## src/rtl/core/bpfa_pkg.sv

```systemverilog
// Package for the bitmap page frame allocator.
// Holds sizing constants, register and action codes, FSM states and the
// command/status structs shared by the controller, datapath and top level.
package bpfa_pkg;

    // Sizing
    localparam int NUM_FRAMES  = 1024;
    localparam int FRAME_SHIFT = 12;
    localparam int WORD_BITS   = 32;
    localparam int BIT_IDX_W   = 5;
    localparam int ADDR_W      = 32;
    localparam int PCOUNT_W    = 11;
    localparam int PADDR_W     = 3;
    localparam int FRAME_IDX_W = $clog2(NUM_FRAMES);
    localparam int WORD_IDX_W  = (FRAME_IDX_W > BIT_IDX_W) ? FRAME_IDX_W - BIT_IDX_W : 1;
    localparam int IDX_W       = WORD_IDX_W + BIT_IDX_W;
    localparam int MEM_DEPTH   = 1 << WORD_IDX_W;
    localparam int WCNT_W      = WORD_IDX_W + 1;
    localparam int LIMIT_W     = $clog2(NUM_FRAMES + 1);

    // Register index (paddr bit 2)
    localparam logic REG_BASE   = 1'b0;
    localparam logic REG_PCOUNT = 1'b1;

    // Request actions
    localparam logic ACT_ALLOC = 1'b0;
    localparam logic ACT_FREE  = 1'b1;

    typedef enum logic [2:0] {
        ST_IDLE,
        ST_SCAN,
        ST_FREE_CALC,
        ST_FREE_RD,
        ST_FREE_WR,
        ST_DONE
    } state_t;

    // Controller to datapath
    typedef struct packed {
        logic accept;
        logic scan;
        logic free_calc;
        logic free_rd;
        logic free_wr;
        logic load_out;
    } cmd_t;

    // Datapath to controller
    typedef struct packed {
        logic limit_zero;
        logic hit;
        logic last_word;
        logic idx_ok;
    } stat_t;

endpackage

```

## src/rtl/core/bitmap_page_frame_allocator.sv

```systemverilog
// Top level of the bitmap page frame allocator: APB-style config registers,
// controller and datapath. Depends on bpfa_pkg, bpfa_ctrl and bpfa_dpath.
//
// Usage:
//   Request channel (in_valid/in_ready, action, address): action 0 allocates
//   the lowest free frame below page_count, action 1 frees the frame holding
//   address. Result channel (out_valid/out_ready, ok, frame_address): one
//   result transaction per request, in order.
//   Configuration: base_address at 0x0, page_count at 0x4, written over the
//   APB-style port while no request is in flight; pready is tied high.
// Timing:
//   One request is in flight at a time. An allocate reads the bitmap words in
//   order up to the first one with a free frame (at most page_count/32 rounded
//   up, 32 here); the bitmap memory's single read port delivers one word per
//   cycle. With a page_count of zero an allocate skips the scan. A free reads
//   and writes back its bitmap word, or skips both when the address is out of
//   range. A new request is taken in the cycle after the result is loaded,
//   even while it still waits.
// Reset: all frames free, base_address 0, page_count 1024. Per-word valid bits
//   clear the bitmap at once, so no clearing pass is needed.
// Stall: a result held by out_ready low stays stable; the next finished result
//   waits inside until the slot frees.
module bitmap_page_frame_allocator (
    input  logic                          clk,
    input  logic                          rst_n,
    input  logic                          psel,
    input  logic                          penable,
    input  logic                          pwrite,
    input  logic [bpfa_pkg::PADDR_W-1:0]  paddr,
    input  logic [31:0]                   pwdata,
    output logic [31:0]                   prdata,
    output logic                          pready,
    input  logic                          in_valid,
    output logic                          in_ready,
    input  logic                          action,
    input  logic [bpfa_pkg::ADDR_W-1:0]   address,
    output logic                          out_valid,
    input  logic                          out_ready,
    output logic                          ok,
    output logic [bpfa_pkg::ADDR_W-1:0]   frame_address
);
    import bpfa_pkg::*;

    logic [ADDR_W-1:0]   base_reg;
    logic [PCOUNT_W-1:0] pcount_reg;
    logic                cfg_wr;
    logic                reg_sel;
    cmd_t                cmd;
    stat_t               stat;

    assign pready  = 1'b1;
    assign cfg_wr  = psel && penable && pwrite && pready;
    assign reg_sel = paddr[2];

    // Configuration registers
    always_ff @(posedge clk or negedge rst_n)
    begin
        if (!rst_n)
        begin
            base_reg   <= '0;
            pcount_reg <= PCOUNT_W'(1024);
        end
        else if (cfg_wr)
        begin
            case (reg_sel)
                REG_BASE:   base_reg   <= pwdata;
                REG_PCOUNT: pcount_reg <= pwdata[PCOUNT_W-1:0];
                default:    base_reg   <= base_reg;
            endcase
        end
    end

    // Register readback
    always_comb
    begin
        case (reg_sel)
            REG_BASE:   prdata = base_reg;
            REG_PCOUNT: prdata = {{(32 - PCOUNT_W){1'b0}}, pcount_reg};
            default:    prdata = '0;
        endcase
    end

    bpfa_ctrl u_ctrl (
        .clk       (clk),
        .rst_n     (rst_n),
        .in_valid  (in_valid),
        .in_ready  (in_ready),
        .action    (action),
        .out_valid (out_valid),
        .out_ready (out_ready),
        .cmd       (cmd),
        .stat      (stat)
    );

    bpfa_dpath u_dpath (
        .clk           (clk),
        .rst_n         (rst_n),
        .base_address  (base_reg),
        .page_count    (pcount_reg),
        .address       (address),
        .cmd           (cmd),
        .stat          (stat),
        .ok            (ok),
        .frame_address (frame_address)
    );

endmodule

```

## src/rtl/core/bpfa_ctrl.sv

```systemverilog
// Controller FSM for the bitmap page frame allocator.
// Sequences the bitmap scan and free steps; depends on bpfa_pkg.
module bpfa_ctrl (
    input  logic           clk,
    input  logic           rst_n,
    input  logic           in_valid,
    output logic           in_ready,
    input  logic           action,
    output logic           out_valid,
    input  logic           out_ready,
    output bpfa_pkg::cmd_t cmd,
    input  bpfa_pkg::stat_t stat
);
    import bpfa_pkg::*;

    state_t state_reg, state_next;
    logic   out_valid_reg, out_valid_next;

    // State and output-valid registers
    always_ff @(posedge clk or negedge rst_n)
    begin
        if (!rst_n)
        begin
            state_reg     <= ST_IDLE;
            out_valid_reg <= 1'b0;
        end
        else
        begin
            state_reg     <= state_next;
            out_valid_reg <= out_valid_next;
        end
    end

    // Next state and commands
    always_comb
    begin
        state_next = state_reg;
        cmd        = '0;
        in_ready   = 1'b0;
        case (state_reg)
            ST_IDLE:
            begin
                in_ready = 1'b1;
                if (in_valid)
                begin
                    cmd.accept = 1'b1;
                    if (action == ACT_FREE)
                        state_next = ST_FREE_CALC;
                    else if (stat.limit_zero)
                        state_next = ST_DONE;
                    else
                        state_next = ST_SCAN;
                end
            end
            ST_SCAN:
            begin
                cmd.scan = 1'b1;
                if (stat.hit || stat.last_word)
                    state_next = ST_DONE;
            end
            ST_FREE_CALC:
            begin
                cmd.free_calc = 1'b1;
                state_next    = stat.idx_ok ? ST_FREE_RD : ST_DONE;
            end
            ST_FREE_RD:
            begin
                cmd.free_rd = 1'b1;
                state_next  = ST_FREE_WR;
            end
            ST_FREE_WR:
            begin
                cmd.free_wr = 1'b1;
                state_next  = ST_DONE;
            end
            ST_DONE:
            begin
                if (!out_valid_reg || out_ready)
                begin
                    cmd.load_out = 1'b1;
                    state_next   = ST_IDLE;
                end
            end
            default:
            begin
                state_next = ST_IDLE;
            end
        endcase
    end

    // Output slot: set on load, cleared when the transaction is taken
    always_comb
    begin
        if (cmd.load_out)
            out_valid_next = 1'b1;
        else if (out_ready)
            out_valid_next = 1'b0;
        else
            out_valid_next = out_valid_reg;
    end

    assign out_valid = out_valid_reg;

`ifndef ASSERT_OFF
    // Never overwrite a result that is still waiting
    a_no_overwrite: assert property (@(posedge clk) disable iff (!rst_n)
        cmd.load_out |-> (!out_valid_reg || out_ready))
        else $error("result overwritten while pending");

    // An allocate with frames to scan enters the scan
    a_alloc_scan: assert property (@(posedge clk) disable iff (!rst_n)
        (cmd.accept && action == ACT_ALLOC && !stat.limit_zero) |=> state_reg == ST_SCAN)
        else $error("allocate did not start scan");

    // Input is only taken while no request is in flight
    a_one_at_a_time: assert property (@(posedge clk) disable iff (!rst_n)
        cmd.accept |=> !in_ready)
        else $error("second request accepted while busy");
`endif

endmodule

```

## src/rtl/core/bpfa_dpath.sv

```systemverilog
// Datapath for the bitmap page frame allocator: used-frame bitmap memory,
// word scan with lowest-free search, free index check, result registers.
// Depends on bpfa_pkg.
module bpfa_dpath (
    input  logic                           clk,
    input  logic                           rst_n,
    input  logic [bpfa_pkg::ADDR_W-1:0]    base_address,
    input  logic [bpfa_pkg::PCOUNT_W-1:0]  page_count,
    input  logic [bpfa_pkg::ADDR_W-1:0]    address,
    input  bpfa_pkg::cmd_t                 cmd,
    output bpfa_pkg::stat_t                stat,
    output logic                           ok,
    output logic [bpfa_pkg::ADDR_W-1:0]    frame_address
);
    import bpfa_pkg::*;

    // Bitmap memory and per-word valid bits (invalid word reads as all free)
    logic [WORD_BITS-1:0]  mem [MEM_DEPTH];
    logic [MEM_DEPTH-1:0]  wvalid_reg;
    logic [WORD_BITS-1:0]  rdata_reg;
    logic                  rvalid_reg;
    logic [WORD_BITS-1:0]  rword;

    logic                  rd_en;
    logic [WORD_IDX_W-1:0] rd_addr;
    logic                  wr_en;
    logic [WORD_IDX_W-1:0] wr_addr;
    logic [WORD_BITS-1:0]  wr_data;

    // Request and scan state
    logic [ADDR_W-1:0]     addr_reg;
    logic [WORD_IDX_W-1:0] chk_reg;
    logic [WCNT_W-1:0]     words_reg;
    logic [BIT_IDX_W-1:0]  tail_reg;
    logic [IDX_W-1:0]      idx_reg;
    logic                  res_ok_reg;
    logic [ADDR_W-1:0]     res_addr_reg;
    logic                  ok_reg;
    logic [ADDR_W-1:0]     frame_address_reg;

    logic [LIMIT_W-1:0]    limit;
    logic [LIMIT_W:0]      wsum;
    logic [WORD_BITS-1:0]  mask;
    logic [WORD_BITS-1:0]  avail;
    logic [BIT_IDX_W-1:0]  hit_bit;
    logic [IDX_W-1:0]      hit_idx;
    logic [ADDR_W-1:0]     hit_addr;
    logic [ADDR_W:0]       diff;
    logic                  in_range;

    // Effective frame count, saturated at the bitmap size
    assign limit = (32'(page_count) > 32'(NUM_FRAMES)) ? LIMIT_W'(NUM_FRAMES)
                                                        : LIMIT_W'(page_count);
    assign wsum  = (LIMIT_W + 1)'(limit) + (LIMIT_W + 1)'(WORD_BITS - 1);

    assign rword = rvalid_reg ? rdata_reg : '0;

    // Scan: mask off frames past the limit in the last word; status out
    always_comb
    begin
        stat.limit_zero = (limit == '0);
        stat.last_word  = (({1'b0, chk_reg} + WCNT_W'(1)) == words_reg);
        if (stat.last_word && tail_reg != '0)
            mask = (WORD_BITS'(1) << tail_reg) - WORD_BITS'(1);
        else
            mask = '1;
        avail    = ~rword & mask;
        stat.hit = |avail;
        stat.idx_ok = in_range;
    end

    // Lowest free bit
    always_comb
    begin
        hit_bit = '0;
        for (int b = WORD_BITS - 1; b >= 0; b--)
        begin
            if (avail[b])
                hit_bit = BIT_IDX_W'(b);
        end
        hit_idx  = {chk_reg, hit_bit};
        hit_addr = base_address + (ADDR_W'(hit_idx) << FRAME_SHIFT);
    end

    // Free: frame index from address, range check
    always_comb
    begin
        diff        = {1'b0, addr_reg} - {1'b0, base_address};
        in_range    = !diff[ADDR_W] &&
                      ((32'(diff[ADDR_W-1:FRAME_SHIFT])) < 32'(limit));
    end

    // Memory port control
    always_comb
    begin
        rd_en   = 1'b0;
        rd_addr = '0;
        wr_en   = 1'b0;
        wr_addr = chk_reg;
        wr_data = rword | (WORD_BITS'(1) << hit_bit);
        if (cmd.accept)
        begin
            rd_en = 1'b1;
        end
        if (cmd.scan)
        begin
            rd_en   = 1'b1;
            rd_addr = chk_reg + WORD_IDX_W'(1);
            wr_en   = stat.hit;
        end
        if (cmd.free_rd)
        begin
            rd_en   = 1'b1;
            rd_addr = idx_reg[BIT_IDX_W +: WORD_IDX_W];
        end
        if (cmd.free_wr)
        begin
            wr_en   = 1'b1;
            wr_addr = idx_reg[BIT_IDX_W +: WORD_IDX_W];
            wr_data = rword & ~(WORD_BITS'(1) << idx_reg[BIT_IDX_W-1:0]);
        end
    end

    // Bitmap memory, registered read
    always_ff @(posedge clk)
    begin
        if (wr_en)
            mem[wr_addr] <= wr_data;
        if (rd_en)
            rdata_reg <= mem[rd_addr];
    end

    // Word valid bits and read-valid flag
    always_ff @(posedge clk or negedge rst_n)
    begin
        if (!rst_n)
        begin
            wvalid_reg <= '0;
            rvalid_reg <= 1'b0;
        end
        else
        begin
            if (wr_en)
                wvalid_reg[wr_addr] <= 1'b1;
            if (rd_en)
                rvalid_reg <= wvalid_reg[rd_addr];
        end
    end

    // Request registers and result
    always_ff @(posedge clk)
    begin
        if (cmd.accept)
        begin
            addr_reg     <= address;
            chk_reg      <= '0;
            words_reg    <= WCNT_W'(wsum >> BIT_IDX_W);
            tail_reg     <= limit[BIT_IDX_W-1:0];
            res_ok_reg   <= 1'b0;
            res_addr_reg <= '0;
        end
        if (cmd.scan)
        begin
            chk_reg <= chk_reg + WORD_IDX_W'(1);
            if (stat.hit)
            begin
                res_ok_reg   <= 1'b1;
                res_addr_reg <= hit_addr;
            end
        end
        if (cmd.free_calc)
            idx_reg <= diff[FRAME_SHIFT +: IDX_W];
        if (cmd.free_wr)
            res_ok_reg <= 1'b1;
        if (cmd.load_out)
        begin
            ok_reg            <= res_ok_reg;
            frame_address_reg <= res_addr_reg;
        end
    end

    assign ok            = ok_reg;
    assign frame_address = frame_address_reg;

`ifndef ASSERT_OFF
    // A scan step is only issued when at least one word is in range
    a_scan_nonempty: assert property (@(posedge clk) disable iff (!rst_n)
        cmd.scan |-> (words_reg != '0))
        else $error("scan with empty range");

    // A found frame always yields a success result
    a_hit_ok: assert property (@(posedge clk) disable iff (!rst_n)
        (cmd.scan && stat.hit) |=> res_ok_reg)
        else $error("hit without success");

    // A free never reaches the write step out of range
    a_free_range: assert property (@(posedge clk) disable iff (!rst_n)
        cmd.free_wr |-> $past(cmd.free_rd) && $past(in_range, 2))
        else $error("free write-back without range check");
`endif

endmodule

```

## config.mk

```make
export PLATFORM = sky130hd
export DESIGN_NAME = bitmap_page_frame_allocator
export DESIGN_NICKNAME = d
export VERILOG_FILES = /design/src/rtl/core/bpfa_pkg.sv /design/src/rtl/core/bitmap_page_frame_allocator.sv /design/src/rtl/core/bpfa_ctrl.sv /design/src/rtl/core/bpfa_dpath.sv
export SDC_FILE = /design/constraint.sdc
export NUM_CORES = 2
export LEC_CHECK = 0
export BUFFER_PORTS_ARGS = -buffer_cell sky130_fd_sc_hd__buf_2
export CAP_MARGIN = 20
export CORE_MARGIN = 10
export CORE_UTILIZATION = 50
export CTS_CLUSTER_SIZE = 25
export DETAILED_ROUTE_END_ITERATION = 8
export PLACE_DENSITY = 0.66
export SYNTH_ARGS = -nofsm -noshare
export SYNTH_HDL_FRONTEND = slang
export SYNTH_SLANG_ARGS = --single-unit
```

## constraint.sdc

```tcl
create_clock -name clk -period 5.9 [get_ports clk]
set_input_delay 0.885 -clock clk [delete_from_list [all_inputs] [get_ports clk]]
set_output_delay 0.885 -clock clk [all_outputs]
set_load 0.02 [all_outputs]
```

; ---- Word level (Yosys, flattened, before mapping)
; Memory sizes are Yosys's and may differ from the RTL's. A register that Yosys moved wholly into a read port is not among the register bits.
; Cells that the tools add are included.
[word_totals]
ramBits = 1024
mem_count = 1
mem_bits_ro = 0
latch_bits = 0
out_inout_bits = 68
regBits = 204
elab_cells = 141
in_bits = 75
[op_classes]
n_reduce_logical = 18
bitwise_logic = 7
muxes = 77
order_cmp = 5
n_eq_ne = 9
shift = 3
add_sub_neg = 6
div = 0
mul = 0
[memory_table]
columns = memory, depth, width, rd, rd_clocked_by_memory_dff, write_ports, line_no
row1 = u_dpath.mem, 32, 32, 1, 1, 1, bpfa_dpath.sv:18  ; logic [WORD_BITS-1:0] mem [MEM_DEPTH];
[ops]
columns = op, n
row1 = $mux W32, 6
row2 = $mux W5, 37
row3 = $shl A1 B5 Y32 const A, 3
row4 = $and A32 B32 Y32, 2
row5 = $not A32 Y32, 2
row6 = $or A32 B32 Y32, 2
row7 = $pmux W32 S2, 1
row8 = $sub A32 B32 Y33, 1
row9 = $add A32 B22 Y32, 1
row10 = $reduce_or A32 Y1, 1
row11 = $sub A32 B2 Y32 const B, 1
row12 = $mux W1, 23
row13 = $lt A20 B11 Y1, 1
row14 = $mux W3, 6
row15 = $pmux W3 S6, 1
row16 = $lt A5 B6 Y1 const B, 2
row17 = $add A11 B5 Y11 const B, 1
row18 = $gt A11 B11 Y1 const B, 1
row19 = $logic_not A11 Y1, 1
row20 = $mux W11, 1
row21 = $add A5 B1 Y6 const B, 1
row22 = $eq A3 B2 Y1 const B, 2
row23 = $eq A3 B3 Y1 const B, 2
row24 = $eq A6 B6 Y1, 1
row25 = 16 further kinds, 25

; ---- Depth between registers and ports, before layout
[logic_depth]
ltp_word = 40
mapped_depth = 29
depth_no_buf = 24

; ---- By module
; A second synthesis with hierarchy kept.
[hier_totals]
cells_unflattened = 3196
hier_area_um2 = 52711.8
[modules_own_cells]
columns = module, instances, area_each_um2, cells_each, seq_area_each_um2
row1 = bpfa_dpath, 1, 50367.1, 3033, 35929.5
row2 = bitmap_page_frame_allocator, 1, 2033.2, 130, 1077.3
row3 = bpfa_ctrl, 1, 311.5, 33, 100.1

; ---- Least setup slack after synthesis
; No wires, ideal clock.
[synth_path]
kind = reg2reg
from = register u_dpath.tail_reg[2]
to = memory u_dpath.mem[12][0], enable pin
path_slack_ps = 528
required_time_ps = 5478
stages_incl_launch_ff = 21
setup_ps = 422
path_buffers = 5
period_less_slack_ps = 5372
arrival_time_ps = 4950
cell_sequence = edfxtp_1 > buf_2 > buf_2 > nor4b_1 > nand2b_1 > ha_1 > buf_2 > or2_0 > clkbuf_1 > o21ai_1 > a22oi_1 > o21ai_1 > a21boi_1 > o31ai_2 > nor4_2 > nand3_1 > nand2b_1 > buf_2 > nor2_1 > a21oi_2 > nor2_1
[synth_between]
elab_chain_cells = 9
elab_cells_between_ends = 11
cone_classes = add/sub: 1 / shift: 1 / mux: 5 / bitwise: 1 / reduce/logical: 3
[synth_lines]
columns = element, line_no
row1 = "start, declared", bpfa_dpath.sv:34  ; logic [BIT_IDX_W-1:0] tail_reg;
row2 = "start signal, assigned", bpfa_dpath.sv:158  ; tail_reg <= limit[BIT_IDX_W-1:0];
row3 = $shl A1 B5 Y32 or $reduce_bool A5 Y1 (tied branches), "bpfa_dpath.sv:64, bpfa_dpath.sv:63"
row4 = $sub A32 B2 Y32 or $logic_and A1 B1 Y1 (tied branches), "bpfa_dpath.sv:64, bpfa_dpath.sv:63"
row5 = $mux W32 *, bpfa_dpath.sv:63  ; if (stat.last_word && tail_reg != '0)
row6 = $and A32 B32 Y32 *, bpfa_dpath.sv:67  ; avail = ~rword & mask;
row7 = $reduce_or A32 Y1 *, bpfa_dpath.sv:68  ; stat.hit = |avail;
row8 = $mux W1 *, bpfa_dpath.sv:105  ; if (cmd.scan)
row9 = $mux W1 *, bpfa_dpath.sv:116  ; if (cmd.free_wr)
row10 = $mux W1 *, bpfa_dpath.sv:127  ; if (wr_en)
row11 = $mux W1 (implied by the code) *, bpfa_dpath.sv:128  ; mem[wr_addr] <= wr_data;
row12 = "end, declared", bpfa_dpath.sv:18
; Every way passes the cells marked *; elsewhere a longest branch is shown, timed or not.

; ---- Final worst setup path
[layout_path]
from = register u_dpath.tail_reg[1]
to = register u_dpath.res_addr_reg[30]
[layout_between]
elab_chain_cells = 39
elab_cells_between_ends = 42
cone_classes = add/sub: 2 / shift: 1 / mux: 35 / bitwise: 1 / reduce/logical: 3
[layout_lines]
columns = element, line_no
row1 = $shl A1 B5 Y32 or $reduce_bool A5 Y1 (tied branches), "bpfa_dpath.sv:64, bpfa_dpath.sv:63"
row2 = $sub A32 B2 Y32 or $logic_and A1 B1 Y1 (tied branches), "bpfa_dpath.sv:64, bpfa_dpath.sv:63"
row3 = $mux W32 *, bpfa_dpath.sv:63
row4 = $and A32 B32 Y32 *, bpfa_dpath.sv:67
row5 = $mux W5 (32 in series), bpfa_dpath.sv:78  ; if (avail[b])
row6 = $add A32 B22 Y32, bpfa_dpath.sv:82  ; hit_addr = base_address + (ADDR_W'(hit_idx) << FRAME_SHIFT);
row7 = $mux W32 *, bpfa_dpath.sv:165  ; if (stat.hit)
row8 = $mux W32 *, bpfa_dpath.sv:162  ; if (cmd.scan)
row9 = "end signal, assigned", bpfa_dpath.sv:168  ; res_addr_reg <= hit_addr;
row10 = "end, declared", bpfa_dpath.sv:37  ; logic [ADDR_W-1:0] res_addr_reg;
; Marks and branches as above.
; A chain may end at the register's enable or synchronous reset.

==> reports/metrics.csv <==
metric,value,unit
CP required,6.52,ns
DRT antenna net count,0,
largest reg by FF count,u_dpath.mem,
worst-path fanout max,15,
"Seq/Total Area, Yosys",68.4,%
slowest CP cell,edfxtp_1,
pin count of the biggest net entering global routing,116,
outcome,completed,
Slew @ Worst Pin,1.07,ns
Clock Path Buffers,3,
"Async S/R FF share, synth",6.35,%
Layout area overhead,14.1,%
WL/cell,25.4,µm
crit end category,flop,
worst path bufs/invs,1,
GR Util All Layers,23.3,%
core area,108000,µm²
main area contributors after synthesis,"edfxtp_1 63%, a211oi_1 6.9%, dfrtp_1 3.6%",
arrival time worst endpoint,6.29,ns
Static Leak,21.1,nW
clk slew on worst S/H paths,0.06,ns
RSZ-0062 raised after global routing,yes,
Vias,34900,
diode count,0,
IO Port Bufs,139,
Layout fillers,8482,
Final nets,4329,
WS Path Type,flop to flop,
CTS Hold Bufs,0,
CTS tree,built,
Initial Utilization,50.5,%
share of cells above drive strength 1,15.2,%
post-layout util,57.6,%
final setup fails,0,
maximum VDD drop,0.000307,V
DRC,0,
die area,122000,µm²
max cap viols,0,
max FFs per register,1024,
clk_skew,0.0312,ns
Pwr Density,521,nW/µm²
Hold WC Path Type,input pin to asynchronous set/reset pin,
Clock Latency Late Sink,0.75,ns
root buf cell,clkbuf_16,
top_reg_cell synth,edfxtp_1,
R2R Setup Slk,0.23,ns
first-pass GRT wire length,215,mm
"flops & latches, synth",1260,
grt total ovfl,0,
Die X,350,µm
syn nets,4170,
cell area after synthesis,54300,µm²
fin crit period,5.67,ns
Fin. Hold Viols,0,
maximum level of the CTS H-tree,4,
hold_ws,0.133,ns
number of distinct library cells after synthesis,94,
Starting DRT DRC Count,3449,
TritonRoute pass-1 iters,8,
I/O Pins,143,
Pwr Total,0.0323,W
Final Cycle Share,96.1,%
Detailed Route WL,145,mm
max-slew violations,0,
Max stage delay on crit path,0.50,ns
vias in the first global route,33300,
"EDFF count, synth",1147,
Row Count,120,
Syn Inst Count,4043,
cell family with most CP delay,compound AO/OA/AOI/OAI gates,
routed vias/inst,6.10,
HPWL after DPL,87.1,mm
TritonCTS buffer count,133,
Chip Height,350,µm
Critical Path Source Type,flop,
Slew headroom,28.4,%
Yosys top cell by area,edfxtp_1,
clock sinks,1260,
number of antenna violations at the first check in global routing,0,
FMAX,0.176,GHz
YS warnings,0,
Synth top area share,63.4,%
Mapped Avg Cell Area,13.4,µm²
Placer Congestion,0.969,
CP most frequent cell,ha_1,
[area by class of cell]
type / instances / area [µm²] / area share (%)
flip-flops and latches: 1260 / 37100 / 59.9
multi-input cells: 2448 / 16200 / 26.2
clock buffers: 172 / 3580 / 5.78
repair buffers: 300 / 2360 / 3.81
well taps: 1403 / 1760 / 2.83
clock inverters: 68 / 683 / 1.10
inverters: 59 / 221 / 0.358
[cell usage in the layout, fill, tap and decap left out, types with 35 or more instances in the layout]
cell | Yosys | routed
inv_1 | 58 | 57
a21oi_1 | 188 | 187
nor2_1 | 139 | 105
a21o_1 | 72 | 72
buf_2 | 21 | 138
ha_1 | 52 | 52
buf_4 | 3 | 127
o21ai_0 | 81 | 80
nor2_4 | 1 | 35
nand2_1 | 394 | 391
edfxtp_1 | 1147 | 1147
dfrtp_1 | 79 | 79
mux2i_1 | 136 | 136
nand3_1 | 53 | 53
and2_1 | 145 | 144
mux2_2 | 44 | 44
nor2b_1 | 145 | 145
a31oi_1 | 144 | 143
or2_2 | 36 | 36
a211oi_1 | 501 | 501
nor3_1 | 36 | 36
clkbuf_16 | 0 | 137
[worst register-to-register path, cell delays in order (launching register included)]
cell	delay (ns)
edfxtp_1	0.50
nor4_4	0.31
nand2b_1	0.17
ha_1	0.24
buf_4	0.20
nor3b_1	0.17
a31oi_1	0.19
o22ai_2	0.14
or3_1	0.32
a221o_1	0.34
a31oi_2	0.26
o32ai_2	0.15
a21oi_1	0.18
o31ai_1	0.10
a21oi_2	0.22
or2_1	0.15
and2_1	0.23
ha_1	0.23
ha_1	0.20
nor3_1	0.06
o21a_1	0.17
nor3_1	0.26
o41ai_1	0.12
nand2b_1	0.12
nand3_1	0.20
o311ai_0	0.32
[Yosys cell counts, types with 8 or more instances]
cell type / n
xor2_1: 11
buf_1: 27
nor2b_1: 145
nand2_1: 394
mux2i_1: 136
a21o_1: 72
or2_2: 36
and3_1: 14
clkbuf_1: 222
nor3_1: 36
ha_1: 52
buf_2: 21
a21oi_1: 188
o22ai_1: 10
mux2_2: 44
a31oi_1: 144
nand2b_1: 25
nand3_1: 53
edfxtp_1: 1147
xnor2_1: 25
a22oi_1: 8
a211oi_1: 501
o21ai_1: 15
or2_1: 8
or3_1: 9
dfxtp_1: 33
o21ai_0: 81
and2_1: 145
dfrtp_1: 79
o21a_1: 12
inv_1: 58
nor2_1: 139
[routing by layer]
metal | part of all wire, % | global-route usage (%)
met1 | 43 | 32.0
met2 | 47 | 37.6
met3 | 6.6 | 3.73
met4 | 3.1 | 7.94
met5 | 0 | 0
[power breakdown]
part / internal (W) / switching, W / leakage, nW / total, W
Combinational: 0.00371 / 0.00762 / 7.29 / 0.0113
Sequential: 0.0123 / 0.000565 / 11.7 / 0.0128
Clock: 0.00464 / 0.00345 / 2.06 / 0.00810
[repair_timing]
item                       CTS  global route
setup endpoints to repair    0           111
buffers inserted             0             3
gates resized for setup      0            16
[worst paths after layout]
kind                                           from                        end  depth (start not counted)
hold / removal                                rst_n              pcount_reg[0]                          1
max in group asynchronous                     rst_n     u_dpath.wvalid_reg[18]                          2
setup reg to reg                u_dpath.tail_reg[1]   u_dpath.res_addr_reg[30]                         25
setup / recovery                u_dpath.tail_reg[1]   u_dpath.res_addr_reg[30]                         25
hold reg to reg            u_dpath.res_addr_reg[31]  u_dpath.frame_address[31]                          0
min in group clk                        address[16]       u_dpath.addr_reg[16]                          1
[stage by stage]
step | setup TNS (ns) | cells | instance area, µm² | worst slack, ns
global placement | 0 | 5464 | 57500 | 0.216
CTS | 0 | 5704 | 61800 | 0.0536
finish | 0 | 5710 | 61900 | 0.228
global route | -0.0701 | 5710 | 61900 | -0.0337
floorplan | 0 | 4043 | 54300 | 0.528
detailed placement | 0 | 5464 | 57500 | 0.0940
[cell families (layout without fill, tap and decap cells)]
logic type	Yosys count	after routing	share of synthesized area, %
buffers and inverters	335	599	2.43
AO/OA/AOI/OAI	1129	1129	14.3
XOR/XNOR	39	39	0.682
AND/OR/NAND/NOR	1045	1045	9.53
other	1	1	0.00691
multiplexers	180	180	3.42
adder cells (fa/ha/maj)	54	54	1.24
flip-flops	1260	1260	68.4
Note: power is estimated with default switching activity, not from simulation.
